$ cat config.mk
export PLATFORM = sky130hd
export DESIGN_NAME = bt_ctrl
export DESIGN_NICKNAME = d
export VERILOG_FILES = /design/src/sv/bt_pkg.sv /design/src/sv/bt_ctrl.sv
export SDC_FILE = /design/constraint.sdc
export NUM_CORES = 1
export LEC_CHECK = 0
export ABC_AREA = 0
export BUFFER_PORTS_ARGS = -buffer_cell sky130_fd_sc_hd__buf_2
export CAP_MARGIN = 10
export CORE_ASPECT_RATIO = 1.1
export CORE_UTILIZATION = 25
export DETAILED_ROUTE_END_ITERATION = 7
export PLACE_DENSITY = 0.41
export SYNTH_ARGS = -nofsm -noshare
export SYNTH_HDL_FRONTEND = slang
export SYNTH_SLANG_ARGS = --single-unit
export TNS_END_PERCENT = 20
$ cat constraint.sdc
create_clock -name i_clk -period 10.6 [get_ports i_clk]
set_clock_uncertainty 0.05 [all_clocks]
set_input_delay 0.53 -clock i_clk [delete_from_list [all_inputs] [get_ports i_clk]]
set_output_delay 0.53 -clock i_clk [all_outputs]
set_load 0.01 [all_outputs]
$ cat src/sv/bt_pkg.sv
// Shared types and constants of the boundary-tag allocator.
package bt_pkg;
    localparam int ARENA_MAX_BYTES = 4096;
    localparam int ADDR_W = 12;
    localparam int SIZE_W = 13;
    localparam int HEADER_BYTES = 40;
    localparam int FOOTER_BYTES = 16;
    localparam int OVERHEAD = HEADER_BYTES + FOOTER_BYTES;

    localparam logic [1:0] ST_OK = 2'd0;
    localparam logic [1:0] ST_NO_SPACE = 2'd1;
    localparam logic [1:0] ST_ZERO_SIZE = 2'd2;
    localparam logic [1:0] ST_IGNORED = 2'd3;

    localparam logic ACT_ALLOC = 1'b0;
    localparam logic ACT_FREE = 1'b1;

    localparam logic CFG_ARENA_BYTES = 1'b0;
    localparam logic CFG_BASE_ADDRESS = 1'b1;

    typedef struct packed {
        logic              free;
        logic [SIZE_W-1:0] size;
    } t_tag;

    typedef struct packed {
        logic              we;
        logic [ADDR_W-1:0] waddr;
        t_tag              wdata;
        logic [ADDR_W-1:0] raddr;
    } t_mem_req;

    typedef enum logic [3:0] {
        S_IDLE,
        S_FMT,
        S_RD,
        S_CHK,
        S_AWR,
        S_NXRD,
        S_NXCHK,
        S_FWR
    } t_state;
endpackage

$ cat src/sv/bt_ctrl.sv
// Sequencer that walks, splits and merges blocks through the tag store.
module bt_ctrl (
    input  logic                      i_clk,
    input  logic                      i_rst_n,
    input  logic                      i_start,
    input  logic                      i_action,
    input  logic [bt_pkg::SIZE_W-1:0] i_request_size,
    input  logic [31:0]               i_block_addr,
    input  logic [bt_pkg::SIZE_W-1:0] i_arena_bytes,
    input  logic [31:0]               i_base_address,
    input  bt_pkg::t_tag              i_rdata,
    output bt_pkg::t_mem_req          o_mem,
    output logic                      o_busy,
    output logic                      o_done,
    output logic [1:0]                o_status,
    output logic [31:0]               o_address
);
    import bt_pkg::*;

    t_state              r_state, n_state;
    logic                r_action, n_action;
    logic [SIZE_W-1:0]   r_req, n_req;
    logic [31:0]         r_target, n_target;
    logic                r_ready, n_ready;
    logic [SIZE_W-1:0]   r_end, n_end;
    logic [SIZE_W-1:0]   r_cur, n_cur;
    t_tag                r_prev_tag, n_prev_tag;
    logic [SIZE_W-1:0]   r_prev, n_prev;
    logic                r_has_prev, n_has_prev;
    logic [SIZE_W-1:0]   r_start, n_start;
    logic [SIZE_W-1:0]   r_size, n_size;
    logic [SIZE_W-1:0]   r_top, n_top;
    logic [1:0]          r_wcnt, n_wcnt;
    logic                r_done, n_done;
    logic [1:0]          r_status, n_status;
    logic [31:0]         r_address, n_address;

    logic                accept;
    logic [SIZE_W-1:0]   fmt_clip, fmt_end;
    logic [SIZE_W:0]     nx_sum, need;
    logic [SIZE_W-1:0]   blk_next;
    logic                fit, hit, at_end;
    logic [SIZE_W-1:0]   rest;
    logic [SIZE_W:0]     merge_lo, merge_hi;

    assign accept   = i_start && (r_state == S_IDLE);
    assign fmt_clip = (i_arena_bytes > SIZE_W'(ARENA_MAX_BYTES))
                      ? SIZE_W'(ARENA_MAX_BYTES) : i_arena_bytes;
    assign fmt_end  = (fmt_clip < SIZE_W'(OVERHEAD)) ? '0 : fmt_clip;
    assign nx_sum   = {1'b0, r_cur} + (SIZE_W+1)'(OVERHEAD) + {1'b0, i_rdata.size};
    assign blk_next = (nx_sum > {1'b0, r_end}) ? r_end : nx_sum[SIZE_W-1:0];
    assign at_end   = (blk_next >= r_end);
    assign need     = (SIZE_W+1)'(OVERHEAD) + {1'b0, r_req};
    assign fit      = i_rdata.free && ({1'b0, i_rdata.size} >= need);
    assign hit      = ({{(32-SIZE_W){1'b0}}, r_cur} == r_target);
    assign rest     = SIZE_W'({1'b0, i_rdata.size} - need);
    assign merge_lo = {1'b0, i_rdata.size} + {1'b0, r_prev_tag.size}
                      + (SIZE_W+1)'(OVERHEAD);
    assign merge_hi = {1'b0, r_size} + {1'b0, i_rdata.size} + (SIZE_W+1)'(OVERHEAD);

    always_comb begin
        n_state = r_state;
        unique case (r_state)
            S_IDLE: begin
                if (accept) begin
                    if (i_action == ACT_ALLOC) begin
                        if (i_request_size == '0) begin
                            n_state = S_IDLE;
                        end else if (!r_ready) begin
                            n_state = (fmt_end != '0) ? S_FMT : S_IDLE;
                        end else begin
                            n_state = (r_end != '0) ? S_RD : S_IDLE;
                        end
                    end else begin
                        n_state = (r_ready && r_end != '0) ? S_RD : S_IDLE;
                    end
                end
            end
            S_FMT: n_state = (r_wcnt == 2'd1) ? S_RD : S_FMT;
            S_RD: n_state = S_CHK;
            S_CHK: begin
                if (r_action == ACT_ALLOC) begin
                    if (fit) begin
                        n_state = S_AWR;
                    end else begin
                        n_state = at_end ? S_IDLE : S_RD;
                    end
                end else if (hit) begin
                    if (i_rdata.free) begin
                        n_state = S_IDLE;
                    end else begin
                        n_state = at_end ? S_FWR : S_NXRD;
                    end
                end else begin
                    n_state = at_end ? S_IDLE : S_RD;
                end
            end
            S_AWR: n_state = (r_wcnt == 2'd3) ? S_IDLE : S_AWR;
            S_NXRD: n_state = S_NXCHK;
            S_NXCHK: n_state = S_FWR;
            S_FWR: n_state = (r_wcnt == 2'd1) ? S_IDLE : S_FWR;
            default: n_state = S_IDLE;
        endcase
    end

    always_comb begin
        n_action   = r_action;
        n_req      = r_req;
        n_target   = r_target;
        n_ready    = r_ready;
        n_end      = r_end;
        n_cur      = r_cur;
        n_prev_tag = r_prev_tag;
        n_prev     = r_prev;
        n_has_prev = r_has_prev;
        n_start    = r_start;
        n_size     = r_size;
        n_top      = r_top;
        n_wcnt     = '0;
        n_done     = 1'b0;
        n_status   = r_status;
        n_address  = r_address;
        o_mem      = '0;
        o_mem.raddr = r_cur[ADDR_W-1:0];
        unique case (r_state)
            S_IDLE: begin
                if (accept) begin
                    n_action   = i_action;
                    n_req      = i_request_size;
                    n_target   = i_block_addr - i_base_address - 32'(HEADER_BYTES);
                    n_cur      = '0;
                    n_has_prev = 1'b0;
                    n_address  = '0;
                    if (i_action == ACT_ALLOC) begin
                        if (i_request_size == '0) begin
                            n_done   = 1'b1;
                            n_status = ST_ZERO_SIZE;
                        end else if (!r_ready) begin
                            n_ready = 1'b1;
                            n_end   = fmt_end;
                            if (fmt_end == '0) begin
                                n_done   = 1'b1;
                                n_status = ST_NO_SPACE;
                            end
                        end else if (r_end == '0) begin
                            n_done   = 1'b1;
                            n_status = ST_NO_SPACE;
                        end
                    end else if (!r_ready || r_end == '0) begin
                        n_done   = 1'b1;
                        n_status = ST_IGNORED;
                    end
                end
            end
            S_FMT: begin
                o_mem.we = 1'b1;
                o_mem.wdata.free = 1'b1;
                o_mem.wdata.size = r_end - SIZE_W'(OVERHEAD);
                o_mem.waddr = (r_wcnt == 2'd0) ? '0
                              : ADDR_W'(r_end - SIZE_W'(FOOTER_BYTES));
                n_wcnt = r_wcnt + 2'd1;
            end
            S_RD: begin
            end
            S_CHK: begin
                if (r_action == ACT_ALLOC) begin
                    if (fit) begin
                        n_size = rest;
                        n_top  = SIZE_W'({1'b0, r_cur} + (SIZE_W+1)'(OVERHEAD)
                                 + {1'b0, rest});
                    end else begin
                        n_cur = blk_next;
                        if (at_end) begin
                            n_done   = 1'b1;
                            n_status = ST_NO_SPACE;
                        end
                    end
                end else if (hit) begin
                    if (i_rdata.free) begin
                        n_done   = 1'b1;
                        n_status = ST_IGNORED;
                    end else begin
                        n_cur = blk_next;
                        if (r_has_prev && r_prev_tag.free) begin
                            n_start = r_prev;
                            n_size  = merge_lo[SIZE_W-1:0];
                        end else begin
                            n_start = r_cur;
                            n_size  = i_rdata.size;
                        end
                    end
                end else begin
                    n_prev     = r_cur;
                    n_prev_tag = i_rdata;
                    n_has_prev = 1'b1;
                    n_cur      = blk_next;
                    if (at_end) begin
                        n_done   = 1'b1;
                        n_status = ST_IGNORED;
                    end
                end
            end
            S_AWR: begin
                o_mem.we = 1'b1;
                n_wcnt = r_wcnt + 2'd1;
                unique case (r_wcnt)
                    2'd0: begin
                        o_mem.waddr = r_cur[ADDR_W-1:0];
                        o_mem.wdata = '{free: 1'b1, size: r_size};
                    end
                    2'd1: begin
                        o_mem.waddr = ADDR_W'(r_cur + SIZE_W'(HEADER_BYTES) + r_size);
                        o_mem.wdata = '{free: 1'b1, size: r_size};
                    end
                    2'd2: begin
                        o_mem.waddr = r_top[ADDR_W-1:0];
                        o_mem.wdata = '{free: 1'b0, size: r_req};
                    end
                    default: begin
                        o_mem.waddr = ADDR_W'(r_top + SIZE_W'(HEADER_BYTES) + r_req);
                        o_mem.wdata = '{free: 1'b0, size: r_req};
                        n_done    = 1'b1;
                        n_status  = ST_OK;
                        n_address = i_base_address + 32'(r_top) + 32'(HEADER_BYTES);
                    end
                endcase
            end
            S_NXRD: begin
            end
            S_NXCHK: begin
                if (i_rdata.free) begin
                    n_size = merge_hi[SIZE_W-1:0];
                end
            end
            S_FWR: begin
                o_mem.we = 1'b1;
                o_mem.wdata = '{free: 1'b1, size: r_size};
                o_mem.waddr = (r_wcnt == 2'd0) ? r_start[ADDR_W-1:0]
                              : ADDR_W'(r_start + SIZE_W'(HEADER_BYTES) + r_size);
                n_wcnt = r_wcnt + 2'd1;
                if (r_wcnt == 2'd1) begin
                    n_done   = 1'b1;
                    n_status = ST_OK;
                end
            end
            default: begin
            end
        endcase
    end

    always_ff @(posedge i_clk) begin
        if (!i_rst_n) begin
            r_state   <= S_IDLE;
            r_ready   <= 1'b0;
            r_end     <= '0;
            r_wcnt    <= '0;
            r_done    <= 1'b0;
            r_status  <= ST_OK;
            r_address <= '0;
        end else begin
            r_state   <= n_state;
            r_ready   <= n_ready;
            r_end     <= n_end;
            r_wcnt    <= n_wcnt;
            r_done    <= n_done;
            r_status  <= n_status;
            r_address <= n_address;
        end
    end

    always_ff @(posedge i_clk) begin
        r_action   <= n_action;
        r_req      <= n_req;
        r_target   <= n_target;
        r_cur      <= n_cur;
        r_prev_tag <= n_prev_tag;
        r_prev     <= n_prev;
        r_has_prev <= n_has_prev;
        r_start    <= n_start;
        r_size     <= n_size;
        r_top      <= n_top;
    end

    assign o_busy    = (r_state != S_IDLE);
    assign o_done    = r_done;
    assign o_status  = r_status;
    assign o_address = r_address;

`ifndef ASSERT_OFF
    a_done_idle: assert property (@(posedge i_clk) disable iff (!i_rst_n)
        r_done |-> r_state == S_IDLE)
        else $error("word delivered while the sequencer is still busy");
    a_no_idle_write: assert property (@(posedge i_clk) disable iff (!i_rst_n)
        r_state == S_IDLE |-> !o_mem.we)
        else $error("tag write while idle");
    a_accept_moves: assert property (@(posedge i_clk) disable iff (!i_rst_n)
        accept |=> o_busy || r_done)
        else $error("accepted word neither started nor answered");
    a_addr_only_ok: assert property (@(posedge i_clk) disable iff (!i_rst_n)
        r_done && r_status != ST_OK |-> r_address == '0)
        else $error("nonzero address on a failed request");
`endif
endmodule

==> run_results.csv <==
group,metric,value,unit
sta,fin_crit,6.937,ns
clocking,numCtsBuffers,17,
outcome,status,"completed",
floorplanning,initial_utilization,25.40,%
global_route,grt_pass1_vias,14423,
synth,ys_seq_area_share,28.33,%
sta,slew_headroom,17.80,%
final_layout,drive_above_1_share,13.42,%
setup_path,crit_top_cell,"ha_1",
setup_path,critical_path_peak_fanout,13,
sta,tightest_slew,1.222,ns
synth,synth_flop_cell,"edfxtp_1",
sta,fmax,0.1442,GHz
clocking,cts_setup_buffers,0,
floorplanning,die-area,68880,um^2
detailed_routing,vias,14618,
synth,synthArstFlopShare,0,%
power_and_ir_drop,pwr-share-clk,26.9,%
power_and_ir_drop,share_seq_of_total_power,34.7,%
setup_path,endpoint_kind,"flop",
setup_path,critPathMaxStageDelay,0.76,ns
synth,synthCells,1898,
setup_path,critical_path_class,"flop to flop",
worst_hold_path,hold_class,"input port to flop",
detailed_routing,route.detailed.drc,0,
power_and_ir_drop,pwr-share-comb,38.5,%
final_layout,syn_to_final_growth,13.93,%
power_and_ir_drop,p_leak,0.008350,uW
clocking,ctsHoldBuffers,0,
floorplanning,std_cell_rows,99,
clocking,clk_pin_slew,0.07,ns
floorplanning,core,66770,um^2
floorplanning,ios,183,
clocking,cts.sinks,178,
global_route,grt_use_total,19.06,%
clocking,clk_latency,0.50,ns
setup_path,required,10.93,ns
synth,syn_area_per_cell,8.935,um^2
power_and_ir_drop,switching_share,37.73,%
job,maxCapViolations,0,
synth,yosys_register_bits,178,
power_and_ir_drop,internal_power,1534,uW
final_layout,fillCellCount,7092,
clocking,cts_max_path_buffers,2,
detailed_routing,detail_route.wl_per_cell,22.50,um
synth,synth.net_count,2287,
detailed_routing,route.antenna.remaining_nets,0,
clocking,cts_tree,"yes",
global_route,antenna_found_initial,0,
setup_path,critical_path.top_delay_family,"compound AO/OA/AOI/OAI gates",
clocking,clockRootBuffer,"clkbuf_16",
final_layout,layout.cells.non_filler,2915,
setup_path,cp_slowest_cell,"a21oi_2",
power_and_ir_drop,power_density,127.5,nW/um^2
power_and_ir_drop,p_switching,929.6,uW
global_route,grt_pass1_wl,95890,um
detailed_routing,finalWirelength,65570,um
global_route,grt_max_degree,51,
detailed_routing,dr.pass1.iters,7,
setup_path,cp-start-kind,"flop",
final_layout,insertedDiodeCount,0,
synth,synthTopCellsByArea,"edfxtp_1, ha_1, dfxtp_1, xnor2_1, inv_1",
floorplanning,die_y,275.2,um
synth,synthesis.area,16960,um^2
setup_path,critPathBufInv,1,
clocking,post_cts_resize_count,0,
synth,yosysWarningCount,0,
sta,rsz0062_at_grt,"false",
synth,synth_top_cell_by_area,"edfxtp_1",
placement,place_hpwl,53460,um
detailed_routing,drt_iter0_markers,926,
synth,synth_edf_count,124,
placement,dpl.cell_count,2883,
setup_path,cp_cell_sequence,"inv_1, ha_1, xor2_1, ha_1, o21a_1, o21ai_1, o21bai_1, a21oi_1, o41ai_1, xnor2_1, ha_1, nand4_1, or4_1, a21oi_2, mux2_4, ha_1, nand2_1, o21ai_0, a21oi_1, o21a_1, o211a_1, a311oi_2, o221ai_1, o211a_1",
sta,tns,0,ns
setup_path,cp_data_arrival_time,7.27,ns
detailed_routing,via_per_inst,5.015,
sta,final_max_slew_viol_count,0,
final_layout,final_nets,2433,
clocking,h-tree-depth,4,
power_and_ir_drop,ir_drop,132.0,uV
synth,yosys.area.top_type_share,21.96,%
global_route,grt-ovfl-total,0,
synth,ys_types,83,
sta,fin_crit_sh,65.44,%
placement,gp_congestion,0.8844,
placement,io_buffers,182,
sta,hold_viol,0,
sta,finalSetupViolations,0,
floorplanning,die_x,250.3,um
==> final cells by class <==
| type | count | area (um^2) | share of cell area [%] |
|---|---|---|---|
| Clock buffer | 18 | 429.2 | 2.221 |
| Clock inverter | 14 | 147.6 | 0.7642 |
| Inverter | 197 | 739.5 | 3.827 |
| Multi-Input combinational cell | 1458 | 11140 | 57.66 |
| Sequential cell | 178 | 4805 | 24.87 |
| Tap cell | 858 | 1074 | 5.556 |
| Timing Repair Buffer | 192 | 985.9 | 5.103 |
==> cell usage in the layout (no fill, tap or decap), drive strengths merged, types with 21 or more instances in the layout <==
master,n
xor2,54
a21oi,93
nand3,46
and2,24
nor2b,29
edfxtp,124
inv,203
o21a,28
xnor2,118
nand2,144
nor2,119
mux2,24
dfxtp,54
ha,271
nand4,21
nor3,36
o211ai,34
a21o,43
buf,192
o21ai,106
==> logic make-up after synthesis <==
| group | synth area share (%) |
|---|---|
| AO/OA/AOI/OAI | 19.46 |
| XOR/XNOR | 8.883 |
| flip-flops | 28.33 |
| buffers and inverters | 6.124 |
| adder cells (fa/ha/maj) | 21.17 |
| AND/OR/NAND/NOR | 14.00 |
| multiplexers | 2.029 |
==> power by group through the flow <==
stage	logic (uW)	clock network (uW)	registers [uW]
CTS	949	681	855
global placement	942	0	870
detailed placement	937	0	871
floorplan	671	0	847
finish	948	662	855
global route	1050	705	859
==> path summary, 6_finish.rpt <==
check / from / endpoint / slack (ns) / cells past startpoint
min: i_request_size[7] / r_req[7] / 0.18 / 1
max reg2reg: r_cur[3] / o_status[1] / 3.66 / 24
max: r_cur[3] / o_status[1] / 3.66 / 24
min reg2reg: o_address[28] / o_address[28] / 0.40 / 2
==> Yosys cell counts, types with 11 or more instances <==
cell,number
mux2_2,15
a22oi_1,20
inv_1,196
buf_4,12
o211ai_1,34
o21ai_1,13
clkbuf_1,48
xor2_1,54
or3_1,14
o21ai_0,93
edfxtp_1,124
ha_1,271
nor2b_1,29
a221o_1,11
a211oi_1,19
a21oi_1,92
nor2_1,118
and3_1,16
xnor2_1,118
and2_1,22
nor3_1,36
o21a_1,28
nand4_1,21
nand3_1,46
nor4_1,13
a21o_1,42
nand2_1,144
dfxtp_1,54
a31oi_1,13
==> sequential cells by signal, indices dropped and copies added, names as in the netlist <==
name / flops
o_address: 32
r_target: 32
r_prev_tag: 14
r_cur: 13
r_end: 13
r_req: 13
r_size: 13
r_top: 13
r_prev: 12
r_start: 12
r_state: 3
o_status: 2
r_wcnt: 2
o_done: 1
r_action: 1
r_has_prev: 1
r_ready: 1
==> routing by layer <==
layer	vias to the layer above	share of wire, %	track usage [%]	routed length [um]
met5	-	0	0	0
met4	0	1.6	4.424	1029
li1	7176	-	-	-
met2	303	48	32.79	31600
met3	44	3.7	2.838	2428
met1	7095	47	25.00	30520
==> stage by stage <==
step / worst slack, ns / hold slack [ns] / power (uW) / util (%) / area (um^2)
after global routing: 3.189 / 0.1582 / 2613 / 28.94 / 19320
after floorplan: 4.880 / 0.3993 / 1518 / - / 16960
final: 3.663 / 0.1783 / 2464 / 28.94 / 19320
after CTS: 3.693 / 0.1523 / 2485 / 28.94 / 19320
after detailed placement: 3.755 / 0.3874 / 1808 / 28.07 / 18740
after global placement: 3.820 / 0.3855 / 1813 / 28.07 / 18740
(Power assumes the default switching activity.)
